$ cat src/hdl/mrse_pkg.sv
// ----------------------------------------------------------------------------
// mrse_pkg
// Types, Modbus codes and the CRC-16 step shared by the slave engine.
// ----------------------------------------------------------------------------
package mrse_pkg;

    localparam logic [7:0]  FN_READ_HOLD  = 8'h03;
    localparam logic [7:0]  FN_WRITE_ONE  = 8'h06;
    localparam logic [7:0]  FN_WRITE_MULT = 8'h10;
    localparam logic [7:0]  FN_EXC_FLAG   = 8'h80;
    localparam logic [7:0]  EXC_ILL_FUNC  = 8'h01;
    localparam logic [7:0]  EXC_ILL_ADDR  = 8'h02;
    localparam logic [7:0]  EXC_ILL_VALUE = 8'h03;
    localparam logic [15:0] CRC_POLY      = 16'hA001;
    localparam logic [15:0] CRC_INIT      = 16'hFFFF;
    localparam logic [7:0]  BCAST_ADDR    = 8'h00;
    localparam int          MAX_WR_CNT    = 123;

    localparam logic CFG_SLAVE_ID    = 1'b0;
    localparam logic CFG_REGS_IN_USE = 1'b1;

    typedef struct packed {
        logic       mode;    // 1 = frame gap
        logic [7:0] data;
    } t_item;

    // front queue to back end
    typedef struct packed {
        logic  valid;
        t_item item;
    } t_q_out;

    // back end to front queue
    typedef struct packed {
        logic pop;
        logic clearing;
    } t_q_ctl;

    function automatic logic [15:0] crc_byte(input logic [15:0] c, input logic [7:0] b);
        logic [15:0] x;
        x = c ^ {8'h00, b};
        for (int k = 0; k < 8; k++) begin
            x = x[0] ? ((x >> 1) ^ CRC_POLY) : (x >> 1);
        end
        return x;
    endfunction

endpackage

$ cat src/hdl/mrse_front.sv
// ----------------------------------------------------------------------------
// mrse_front
// Input side: takes stream items into a four-entry queue for the back end.
// ----------------------------------------------------------------------------
module mrse_front (
    input  logic            i_clk,
    input  logic            i_rst_n,
    input  logic            i_s_tvalid,
    output logic            o_s_tready,
    input  logic [7:0]      i_s_tdata,
    input  logic            i_s_tuser,
    input  mrse_pkg::t_q_ctl i_ctl,
    output mrse_pkg::t_q_out o_q
);
    import mrse_pkg::*;

    t_item      r_q [4];
    logic [1:0] r_wp, r_rp;
    logic [2:0] r_cnt;
    logic       push, pop;

    assign o_s_tready = (r_cnt != 3'd4) && !i_ctl.clearing;
    assign push       = i_s_tvalid && o_s_tready;
    assign pop        = i_ctl.pop && (r_cnt != 3'd0);
    assign o_q.valid  = (r_cnt != 3'd0);
    assign o_q.item   = r_q[r_rp];

    always_ff @(posedge i_clk) begin
        if (!i_rst_n) begin
            r_wp  <= '0;
            r_rp  <= '0;
            r_cnt <= '0;
        end else begin
            if (push) begin
                r_wp <= r_wp + 2'd1;
            end
            if (pop) begin
                r_rp <= r_rp + 2'd1;
            end
            r_cnt <= r_cnt + {2'b0, push} - {2'b0, pop};
        end
    end

    always_ff @(posedge i_clk) begin
        if (push) begin
            r_q[r_wp] <= '{mode: i_s_tuser, data: i_s_tdata};
        end
    end

endmodule

$ cat src/hdl/mrse_engine.sv
// ----------------------------------------------------------------------------
// mrse_engine
// Back end: frame buffer, request checks, register file and response output.
// ----------------------------------------------------------------------------
module mrse_engine #(
    parameter int FRAME_BYTES = 64,
    parameter int REG_DEPTH   = 64
) (
    input  logic             i_clk,
    input  logic             i_rst_n,
    input  mrse_pkg::t_q_out i_q,
    output mrse_pkg::t_q_ctl o_ctl,
    input  logic             i_cfg_we,
    input  logic             i_cfg_idx,
    input  logic [7:0]       i_cfg_wdata,
    output logic             o_m_tvalid,
    input  logic             i_m_tready,
    output logic [7:0]       o_m_tdata,
    output logic             o_m_tlast
);
    import mrse_pkg::*;

    localparam int FA_W  = $clog2(FRAME_BYTES);
    localparam int LEN_W = $clog2(FRAME_BYTES + 1);
    localparam int RA_W  = (REG_DEPTH > 1) ? $clog2(REG_DEPTH) : 1;

    typedef enum logic [7:0] {
        S_CLR    = 8'b0000_0001,
        S_IDLE   = 8'b0000_0010,
        S_SCAN   = 8'b0000_0100,
        S_CHECK  = 8'b0000_1000,
        S_WRD    = 8'b0001_0000,
        S_WGET   = 8'b0010_0000,
        S_TX     = 8'b0100_0000,
        S_RFETCH = 8'b1000_0000
    } t_state;

    typedef enum logic [2:0] {
        K_EXC  = 3'b001,
        K_ECHO = 3'b010,
        K_READ = 3'b100
    } t_kind;

    t_state r_st;
    t_kind  r_kind;
    logic [7:0]  r_slave_id;
    logic [6:0]  r_regs_in_use;

    logic [7:0]  r_frm [FRAME_BYTES];
    logic [15:0] r_regs [REG_DEPTH];
    logic [7:0]  r_frm_rd;
    logic [15:0] r_reg_rd;

    logic [LEN_W-1:0] r_len, r_ridx, r_sidx, r_j;
    logic             r_sv, r_ph, r_have;
    logic [RA_W-1:0]  r_clr, r_widx;
    logic [7:0]       r_f [7];
    logic [7:0]       r_crc_lo, r_crc_hi, r_hi, r_code;
    logic [15:0]      r_crc, r_tcrc, r_start;
    logic [8:0]       r_tidx, r_body;
    logic             r_bcast;

    logic [FA_W-1:0]  frm_raddr;
    logic [RA_W-1:0]  reg_raddr, reg_waddr;
    logic             reg_ren, reg_we;
    logic [15:0]      reg_wdata;

    logic             ovalid_n;
    logic [7:0]       obyte_n;
    logic             olast_n;

    // request fields seen in the check cycle
    logic [31:0] len32, lim32, start32, cnt32, bc32;
    logic        bcast, addr_ok, crc_ok;
    logic [8:0]  off;
    logic        need_fetch, slot_free;

    assign len32   = 32'(r_len);
    assign lim32   = (32'(r_regs_in_use) > 32'(REG_DEPTH)) ? 32'(REG_DEPTH)
                                                           : 32'(r_regs_in_use);
    assign start32 = {16'h0, r_f[2], r_f[3]};
    assign cnt32   = {16'h0, r_f[4], r_f[5]};
    assign bc32    = {24'h0, r_f[6]};
    assign bcast   = (r_f[0] == BCAST_ADDR);
    assign addr_ok = bcast || (r_f[0] == r_slave_id);
    assign crc_ok  = ({r_crc_hi, r_crc_lo} == r_crc);

    assign off        = r_tidx - 9'd3;
    assign need_fetch = (r_kind == K_READ) && (r_tidx >= 9'd3) && (r_tidx < r_body)
                        && !off[0] && !r_have;
    assign slot_free  = !o_m_tvalid || i_m_tready;

    assign o_ctl.pop      = (r_st == S_IDLE);
    assign o_ctl.clearing = (r_st == S_CLR);

    always_comb begin
        frm_raddr = r_ridx[FA_W-1:0];
        if (r_st == S_WRD) begin
            frm_raddr = r_j[FA_W-1:0];
        end
    end

    assign reg_ren   = (r_st == S_RFETCH);
    assign reg_raddr = RA_W'(r_start + {8'h0, off[8:1]});

    // response byte generator
    always_comb begin
        obyte_n = 8'h00;
        olast_n = 1'b0;
        if (r_tidx < r_body) begin
            unique case (r_kind)
                K_EXC: begin
                    if (r_tidx == 9'd0)      obyte_n = r_f[0];
                    else if (r_tidx == 9'd1) obyte_n = r_f[1] | FN_EXC_FLAG;
                    else                     obyte_n = r_code;
                end
                K_ECHO: obyte_n = r_f[r_tidx[2:0]];
                K_READ: begin
                    if (r_tidx == 9'd0)      obyte_n = r_f[0];
                    else if (r_tidx == 9'd1) obyte_n = FN_READ_HOLD;
                    else if (r_tidx == 9'd2) obyte_n = {r_f[5][6:0], 1'b0};
                    else                     obyte_n = off[0] ? r_reg_rd[7:0] : r_reg_rd[15:8];
                end
                default: obyte_n = 8'h00;
            endcase
        end else if (r_tidx == r_body) begin
            obyte_n = r_tcrc[7:0];
        end else begin
            obyte_n = r_tcrc[15:8];
            olast_n = 1'b1;
        end
    end

    assign ovalid_n = (r_st == S_TX) && !need_fetch;

    always_comb begin
        reg_we    = 1'b0;
        reg_waddr = r_widx;
        reg_wdata = {r_hi, r_frm_rd};
        priority if (r_st == S_CLR) begin
            reg_we    = 1'b1;
            reg_waddr = r_clr;
            reg_wdata = 16'h0;
        end else if (r_st == S_CHECK) begin
            reg_we    = addr_ok && crc_ok && (r_f[1] == FN_WRITE_ONE) && (len32 == 32'd8)
                        && (start32 < lim32);
            reg_waddr = RA_W'(start32);
            reg_wdata = {r_f[4], r_f[5]};
        end else if (r_st == S_WGET) begin
            reg_we    = r_ph;
        end
    end

    always_ff @(posedge i_clk) begin
        if (reg_we) begin
            r_regs[reg_waddr] <= reg_wdata;
        end
        if (reg_ren) begin
            r_reg_rd <= r_regs[reg_raddr];
        end
        if ((r_st == S_IDLE) && i_q.valid && !i_q.item.mode
                && (32'(r_len) < 32'(FRAME_BYTES))) begin
            r_frm[r_len[FA_W-1:0]] <= i_q.item.data;
        end
        r_frm_rd <= r_frm[frm_raddr];
    end

    always_ff @(posedge i_clk) begin
        if (!i_rst_n) begin
            r_st          <= S_CLR;
            r_clr         <= '0;
            r_len         <= '0;
            r_sv          <= 1'b0;
            r_slave_id    <= 8'd1;
            r_regs_in_use <= 7'd64;
            o_m_tvalid    <= 1'b0;
        end else begin
            if (i_cfg_we) begin
                if (i_cfg_idx == CFG_SLAVE_ID)    r_slave_id    <= i_cfg_wdata;
                if (i_cfg_idx == CFG_REGS_IN_USE) r_regs_in_use <= i_cfg_wdata[6:0];
            end
            if (o_m_tvalid && i_m_tready) begin
                o_m_tvalid <= 1'b0;
            end
            unique case (r_st)
                S_CLR: begin
                    r_clr <= r_clr + RA_W'(1);
                    if (r_clr == RA_W'(REG_DEPTH - 1)) r_st <= S_IDLE;
                end
                S_IDLE: begin
                    if (i_q.valid) begin
                        if (!i_q.item.mode) begin
                            if (32'(r_len) < 32'(FRAME_BYTES)) r_len <= r_len + LEN_W'(1);
                            else                               r_len <= '0;
                        end else if (r_len > LEN_W'(4)) begin
                            r_st   <= S_SCAN;
                            r_ridx <= '0;
                            r_sv   <= 1'b0;
                            r_crc  <= CRC_INIT;
                        end else begin
                            r_len <= '0;
                        end
                    end
                end
                S_SCAN: begin
                    r_sv   <= (r_ridx < r_len);
                    r_sidx <= r_ridx;
                    if (r_ridx < r_len) r_ridx <= r_ridx + LEN_W'(1);
                    if (r_sv) begin
                        if (r_sidx < r_len - LEN_W'(2)) r_crc <= crc_byte(r_crc, r_frm_rd);
                        for (int k = 0; k < 7; k++) begin
                            if (r_sidx == LEN_W'(k)) r_f[k] <= r_frm_rd;
                        end
                        if (r_sidx == r_len - LEN_W'(2)) r_crc_lo <= r_frm_rd;
                        if (r_sidx == r_len - LEN_W'(1)) begin
                            r_crc_hi <= r_frm_rd;
                            r_sv     <= 1'b0;
                            r_st     <= S_CHECK;
                        end
                    end
                end
                S_CHECK: begin
                    r_st    <= S_IDLE;
                    r_len   <= '0;
                    r_tidx  <= '0;
                    r_tcrc  <= CRC_INIT;
                    r_have  <= 1'b0;
                    r_bcast <= bcast;
                    r_start <= start32[15:0];
                    r_kind  <= K_EXC;
                    r_body  <= 9'd3;
                    if (addr_ok && crc_ok) begin
                        r_st <= bcast ? S_IDLE : S_TX;
                        unique case (r_f[1])
                            FN_READ_HOLD: begin
                                if (bcast) begin
                                    r_st <= S_IDLE;
                                end else if (len32 != 32'd8
                                        || 32'd5 + 2 * cnt32 > 32'(FRAME_BYTES)
                                        || cnt32 < 32'd1 || cnt32 > lim32) begin
                                    r_code <= EXC_ILL_VALUE;
                                end else if (start32 >= lim32 || start32 + cnt32 > lim32) begin
                                    r_code <= EXC_ILL_ADDR;
                                end else begin
                                    r_kind <= K_READ;
                                    r_body <= 9'(32'd3 + 2 * cnt32);
                                end
                            end
                            FN_WRITE_ONE: begin
                                if (len32 != 32'd8) begin
                                    r_code <= EXC_ILL_VALUE;
                                end else if (start32 >= lim32) begin
                                    r_code <= EXC_ILL_ADDR;
                                end else begin
                                    r_kind <= K_ECHO;
                                    r_body <= 9'd6;
                                end
                            end
                            FN_WRITE_MULT: begin
                                if (len32 < 32'd9
                                        || 32'd9 + bc32 > 32'(FRAME_BYTES)
                                        || len32 != 32'd9 + bc32
                                        || cnt32 < 32'd1 || cnt32 > 32'(MAX_WR_CNT)
                                        || bc32 != 2 * cnt32) begin
                                    r_code <= EXC_ILL_VALUE;
                                end else if (start32 >= lim32 || start32 + cnt32 > lim32) begin
                                    r_code <= EXC_ILL_ADDR;
                                end else begin
                                    r_kind <= K_ECHO;
                                    r_body <= 9'd6;
                                    r_st   <= S_WRD;
                                    r_j    <= LEN_W'(7);
                                    r_ph   <= 1'b0;
                                    r_widx <= RA_W'(start32);
                                    r_len  <= r_len;
                                end
                            end
                            default: r_code <= EXC_ILL_FUNC;
                        endcase
                    end
                end
                S_WRD: r_st <= S_WGET;
                S_WGET: begin
                    r_ph <= !r_ph;
                    r_j  <= r_j + LEN_W'(1);
                    r_st <= S_WRD;
                    if (!r_ph) begin
                        r_hi <= r_frm_rd;
                    end else begin
                        r_widx <= r_widx + RA_W'(1);
                        if (r_j == r_len - LEN_W'(3)) begin
                            r_len <= '0;
                            r_st  <= r_bcast ? S_IDLE : S_TX;
                        end
                    end
                end
                S_TX: begin
                    if (need_fetch) begin
                        r_st <= S_RFETCH;
                    end else if (slot_free) begin
                        o_m_tvalid <= ovalid_n;
                        o_m_tdata  <= obyte_n;
                        o_m_tlast  <= olast_n;
                        r_tidx     <= r_tidx + 9'd1;
                        if (r_tidx < r_body) r_tcrc <= crc_byte(r_tcrc, obyte_n);
                        if ((r_kind == K_READ) && (r_tidx >= 9'd3) && off[0]) r_have <= 1'b0;
                        if (olast_n) r_st <= S_IDLE;
                    end
                end
                S_RFETCH: begin
                    r_have <= 1'b1;
                    r_st   <= S_TX;
                end
                default: r_st <= S_IDLE;
            endcase
        end
    end

endmodule

$ cat src/hdl/modbus_rtu_slave_engine_core.sv
// ----------------------------------------------------------------------------
// modbus_rtu_slave_engine_core
// Modbus RTU slave: frame collection, CRC check and holding-register service.
// ----------------------------------------------------------------------------
// Slave stream: one item per received byte (tuser = 0, tdata = byte) or a
// frame gap (tuser = 1). Master stream: response bytes, tlast on the CRC high
// byte. Byte items are absorbed while the engine is idle. At a gap the engine
// reads the frame buffer once to check CRC and capture the header, runs the
// checks, writes multi-write data to the registers through its read and get
// states, then emits any response one byte per cycle while tready is high,
// with a fetch state before each register read. A four-item queue in front
// keeps taking bytes meanwhile. After reset the register file is cleared
// with tready low; configuration writes are taken throughout. When the
// receiver holds tready low the output register holds its byte and the
// engine waits; the input queue still fills until full.
// ----------------------------------------------------------------------------
module modbus_rtu_slave_engine_core #(
    parameter int FRAME_BYTES = 64,
    parameter int REG_DEPTH   = 64
) (
    input  logic       i_clk,
    input  logic       i_rst_n,
    input  logic       i_s_tvalid,
    output logic       o_s_tready,
    input  logic [7:0] i_s_tdata,   // rx_byte
    input  logic       i_s_tuser,   // mode
    output logic       o_m_tvalid,
    input  logic       i_m_tready,
    output logic [7:0] o_m_tdata,   // tx_byte
    output logic       o_m_tlast,
    input  logic       i_cfg_we,
    input  logic       i_cfg_idx,
    input  logic [7:0] i_cfg_wdata
);
    import mrse_pkg::*;

    t_q_out q;
    t_q_ctl ctl;

    mrse_front u_front (
        .i_clk      (i_clk),
        .i_rst_n    (i_rst_n),
        .i_s_tvalid (i_s_tvalid),
        .o_s_tready (o_s_tready),
        .i_s_tdata  (i_s_tdata),
        .i_s_tuser  (i_s_tuser),
        .i_ctl      (ctl),
        .o_q        (q)
    );

    mrse_engine #(
        .FRAME_BYTES (FRAME_BYTES),
        .REG_DEPTH   (REG_DEPTH)
    ) u_engine (
        .i_clk       (i_clk),
        .i_rst_n     (i_rst_n),
        .i_q         (q),
        .o_ctl       (ctl),
        .i_cfg_we    (i_cfg_we),
        .i_cfg_idx   (i_cfg_idx),
        .i_cfg_wdata (i_cfg_wdata),
        .o_m_tvalid  (o_m_tvalid),
        .i_m_tready  (i_m_tready),
        .o_m_tdata   (o_m_tdata),
        .o_m_tlast   (o_m_tlast)
    );

endmodule

$ cat config.mk
export PLATFORM = sky130hd
export DESIGN_NAME = modbus_rtu_slave_engine_core
export DESIGN_NICKNAME = d
export VERILOG_FILES = /design/src/hdl/mrse_pkg.sv /design/src/hdl/mrse_front.sv /design/src/hdl/mrse_engine.sv /design/src/hdl/modbus_rtu_slave_engine_core.sv
export SDC_FILE = /design/constraint.sdc
export NUM_CORES = 2
export LEC_CHECK = 0
export ABC_AREA = 1
export BUFFER_PORTS_ARGS = -buffer_cell sky130_fd_sc_hd__buf_4
export CORE_ASPECT_RATIO = 1.25
export CORE_MARGIN = 4
export CORE_UTILIZATION = 46
export DETAILED_ROUTE_END_ITERATION = 10
export PLACE_DENSITY = 0.68
export SLEW_MARGIN = 20
export SYNTH_ARGS = -nofsm -noshare
export SYNTH_HDL_FRONTEND = slang
export SYNTH_SLANG_ARGS = --single-unit
$ cat constraint.sdc
create_clock -name i_clk -period 4.15 [get_ports i_clk]
set_clock_uncertainty 0.1 [all_clocks]
set_input_delay 0.415 -clock i_clk [delete_from_list [all_inputs] [get_ports i_clk]]
set_output_delay 0.415 -clock i_clk [all_outputs]
set_load 0.02 [all_outputs]
==> flow_metrics.env <==
export IMPL_status="finished clean"
export IMPL_synth_top_area_frac=0.6883
export IMPL_synth_seq_cells=1832
export IMPL_grt_first_pass_wirelength_um=315300
export IMPL_slew_headroom=0.2669
export IMPL_setup_viol=0
export IMPL_clk_pin_slew_worst_paths_ns=0.06
export IMPL_die_y_um=466.6
export IMPL_critPathLaunchType="flip-flop"
export IMPL_finalHoldViolations=0
export IMPL_avgSynthCellArea_um2=12.22
export IMPL_grt_pass1_vias=51350
export IMPL_port_buffers=33
export IMPL_cts_buffers=175
export IMPL_p_leak_nw=29.77
export IMPL_synth_edff_count=1774
export IMPL_power_mw=44.44
export IMPL_antenna_found_initial=0
export IMPL_clockBufferDepth=3
export IMPL_synthTopCellsByArea="edfxtp_1 69%, o21ai_0 6.0%, nor2_1 5.6%, o221ai_1 2.6%, nand2_1 2.1%"
export IMPL_ant_nets=0
export IMPL_yosys_area_top_type="edfxtp_1"
export IMPL_place_congestion=1.004
export IMPL_criticalPathCategory="reg2reg"
export IMPL_ios=34
export IMPL_synth_cell_type_count=67
export IMPL_fin_nets=6657
export IMPL_cap_violations=0
export IMPL_drc=0
export IMPL_rsz0062_at_grt="true"
export IMPL_synth_async_reset_ratio=0
export IMPL_ys_flop_type="edfxtp_1"
export IMPL_core_area_um2=167500
export IMPL_viasPerCell=5.943
export IMPL_die_w_um=374.9
export IMPL_setup_slack_ns=0.1458
export IMPL_clockRootBuffer="clkbuf_16"
export IMPL_wl_per_cell_um=23.63
export IMPL_hold_path_class="in2reg"
export IMPL_required_ns=4.73
export IMPL_grt_start_max_net_pins=131
export IMPL_min_period_ns=4.004
export IMPL_grtUsageTotal=0.2355
export IMPL_synth_warnings=0
export IMPL_end_kind="flip-flop"
export IMPL_worstSkewPairLatency_ns=0.81
export IMPL_syn_area_um2=77400
export IMPL_drtPass1Iterations=6
export IMPL_slew_viol_final=0
export IMPL_cts_tree="done"
export IMPL_routed_wl_um=210100
export IMPL_antennaDiodeCount=0
export IMPL_dpl_hpwl_um=129400
export IMPL_initial_core_util=0.4620
export IMPL_cts_sinks=1832
export IMPL_cts_max_level=4
export IMPL_power_density_nw_per_um2=498.5
export IMPL_cp_arrival_ns=4.58
export IMPL_worst_pin_slew_ns=1.100
export IMPL_drive_gt1_frac=0.1178
export IMPL_dpl_worst_slack_ns=0.08289
export IMPL_max_freq_ghz=0.2497
export IMPL_dieArea_um2=174900
export IMPL_syn_inst=6336
export IMPL_syn_to_final_growth_pct=15.16
export IMPL_fin_crit_sh=0.9649
export IMPL_grt_overflow=0
export IMPL_seq_area_frac_synth=0.7033
export IMPL_critPathMaxFanout=60
export IMPL_ir_drop_v=0.0006063
export IMPL_rows=168
export IMPL_first_iter_violations=5856
export IMPL_num_vias=52840
-- cell usage in the layout (no fill, tap or decap), drive strengths merged, types with 3 or more instances in the layout --
cell / count
edfxtp: 1774
nor2: 1161
o21ai: 940
nand2: 452
buf: 367
inv: 278
nand3: 242
o221ai: 227
clkbuf: 225
o22ai: 137
a21oi: 137
o211ai: 120
ha: 90
clkinv: 67
dfxtp: 58
nor3: 49
xor2: 47
nand4: 44
xnor2: 44
a32oi: 34
dlygate4sd3: 27
or2: 25
nor4: 24
mux2: 16
bufinv: 12
clkinvlp: 11
a31oi: 9
a21o: 8
nor3b: 8
o2111ai: 6
a211oi: 5
a311oi: 4
o31ai: 4
nand3b: 3
o21bai: 3
conb: 3
fa: 3
-- critical path, stage by stage (launching register included) --
cell and delay [ns]:
edfxtp_1 0.47, inv_1 0.09, ha_1 0.35, ha_4 0.18, inv_1 0.06, fa_4 0.72, inv_6 0.36, buf_12 0.32
o21ai_0 0.14, o221ai_1 0.21, nand3_1 0.24, a32oi_1 0.38, mux2_2 0.22
-- flip-flops by register name (all words and copies together) (netlist names), 9 cells and up, named ones only --
| register | flops |
|---|---|
| u_engine.r_tcrc | 16 |
| u_engine.r_crc | 16 |
| u_front.r_q | 36 |
| u_engine.r_reg_rd | 16 |
| u_engine.r_frm | 512 |
| u_engine.r_tidx | 9 |
| u_engine.r_regs | 1024 |
| u_engine.r_body | 9 |
| u_engine.r_f | 56 |
-- final timing paths --
path	from	endpoint	slack [ns]	cells after the start
max reg2reg	u_engine.r_tidx[0]	u_engine.r_reg_rd[9]	0.15	12
min	i_s_tvalid	u_front.r_wp[0]	0.07	3
min reg2reg	u_front.r_rp[1]	u_front.r_rp[1]	0.37	2
max	u_engine.r_tidx[0]	u_engine.r_reg_rd[9]	0.15	12
-- metal layers --
metal	vias up	part of all wire	track usage
met5	-	0	0
met4	0	0.054	0.1173
met3	497	0.073	0.03404
met2	2400	0.50	0.4043
met1	26100	0.38	0.2930
li1	23850	-	-
-- kinds of logic (layout without fill, tap and decap cells) --
| kind of cell | Yosys count | in the layout | synth area share |
|---|---|---|---|
| simple gates | 2014 | 2014 | 0.1094 |
| flops | 1832 | 1832 | 0.7033 |
| compound gates | 1646 | 1646 | 0.1271 |
| buf+inv | 643 | 987 | 0.03185 |
| fa+ha+maj | 93 | 93 | 0.01533 |
| xor+xnor | 91 | 91 | 0.01059 |
| mux | 16 | 16 | 0.002328 |
| other cells | 1 | 3 | 0.00004845 |
-- where the power goes --
part | total [mW] | switching, mW | internal (mW)
Clock | 15.7 | 6.88 | 8.77
Combinational | 5.87 | 4.60 | 1.28
Sequential | 22.9 | 0.188 | 22.7
Total | 44.4 | 11.7 | 32.8
-- synth_stat cells (12+ instances only) --
| cell type | instances |
|---|---|
| buf_2 | 22 |
| nand2_1 | 427 |
| o211ai_1 | 119 |
| nand2_2 | 21 |
| ha_1 | 90 |
| inv_1 | 251 |
| a21oi_1 | 137 |
| xnor2_1 | 44 |
| or2_2 | 24 |
| nor3_1 | 45 |
| o21ai_0 | 923 |
| xor2_1 | 44 |
| buf_1 | 12 |
| inv_2 | 17 |
| mux2_2 | 16 |
| edfxtp_1 | 1774 |
| o221ai_1 | 227 |
| dfxtp_1 | 58 |
| a32oi_1 | 34 |
| nor2_1 | 1152 |
| nand3_1 | 231 |
| nor4_1 | 22 |
| nand4_1 | 43 |
| clkbuf_1 | 330 |
| o21ai_1 | 17 |
| o22ai_1 | 137 |
-- metrics by stage --
stage | util | instances | hold slack, ns | setup TNS, ns | instance area, um^2
after CTS | 0.5318 | 8892 | 0.02567 | 0 | 89100
after global placement | 0.4968 | 8547 | 0.3478 | 0 | 83220
after global routing | 0.5320 | 8892 | 0.06684 | -0.007264 | 89130
after floorplan | - | 6338 | 0.3304 | 0 | 77410
final | 0.5320 | 8892 | 0.06689 | 0 | 89130
after detailed placement | 0.4968 | 8547 | 0.3555 | 0 | 83220
-- layout make-up --
class	instances	area, um^2
tap	2210	2765
clock buffer	225	4681
inverter	275	1054
multi-input combinational	3863	21020
clock inverter	93	924.6
sequential	1832	54430
timing repair buffer	394	4252
fill	13660	78400
-- repair_timing --
item / 4_1_cts / 5_1_grt
endpoints found under the hold margin: 54 / 0
gates resized for setup: 0 / 5
buffers inserted: 0 / 0
endpoints found under the setup margin: 0 / 11
hold buffers: 27 / 0
Power figures use the tool's default switching activity.
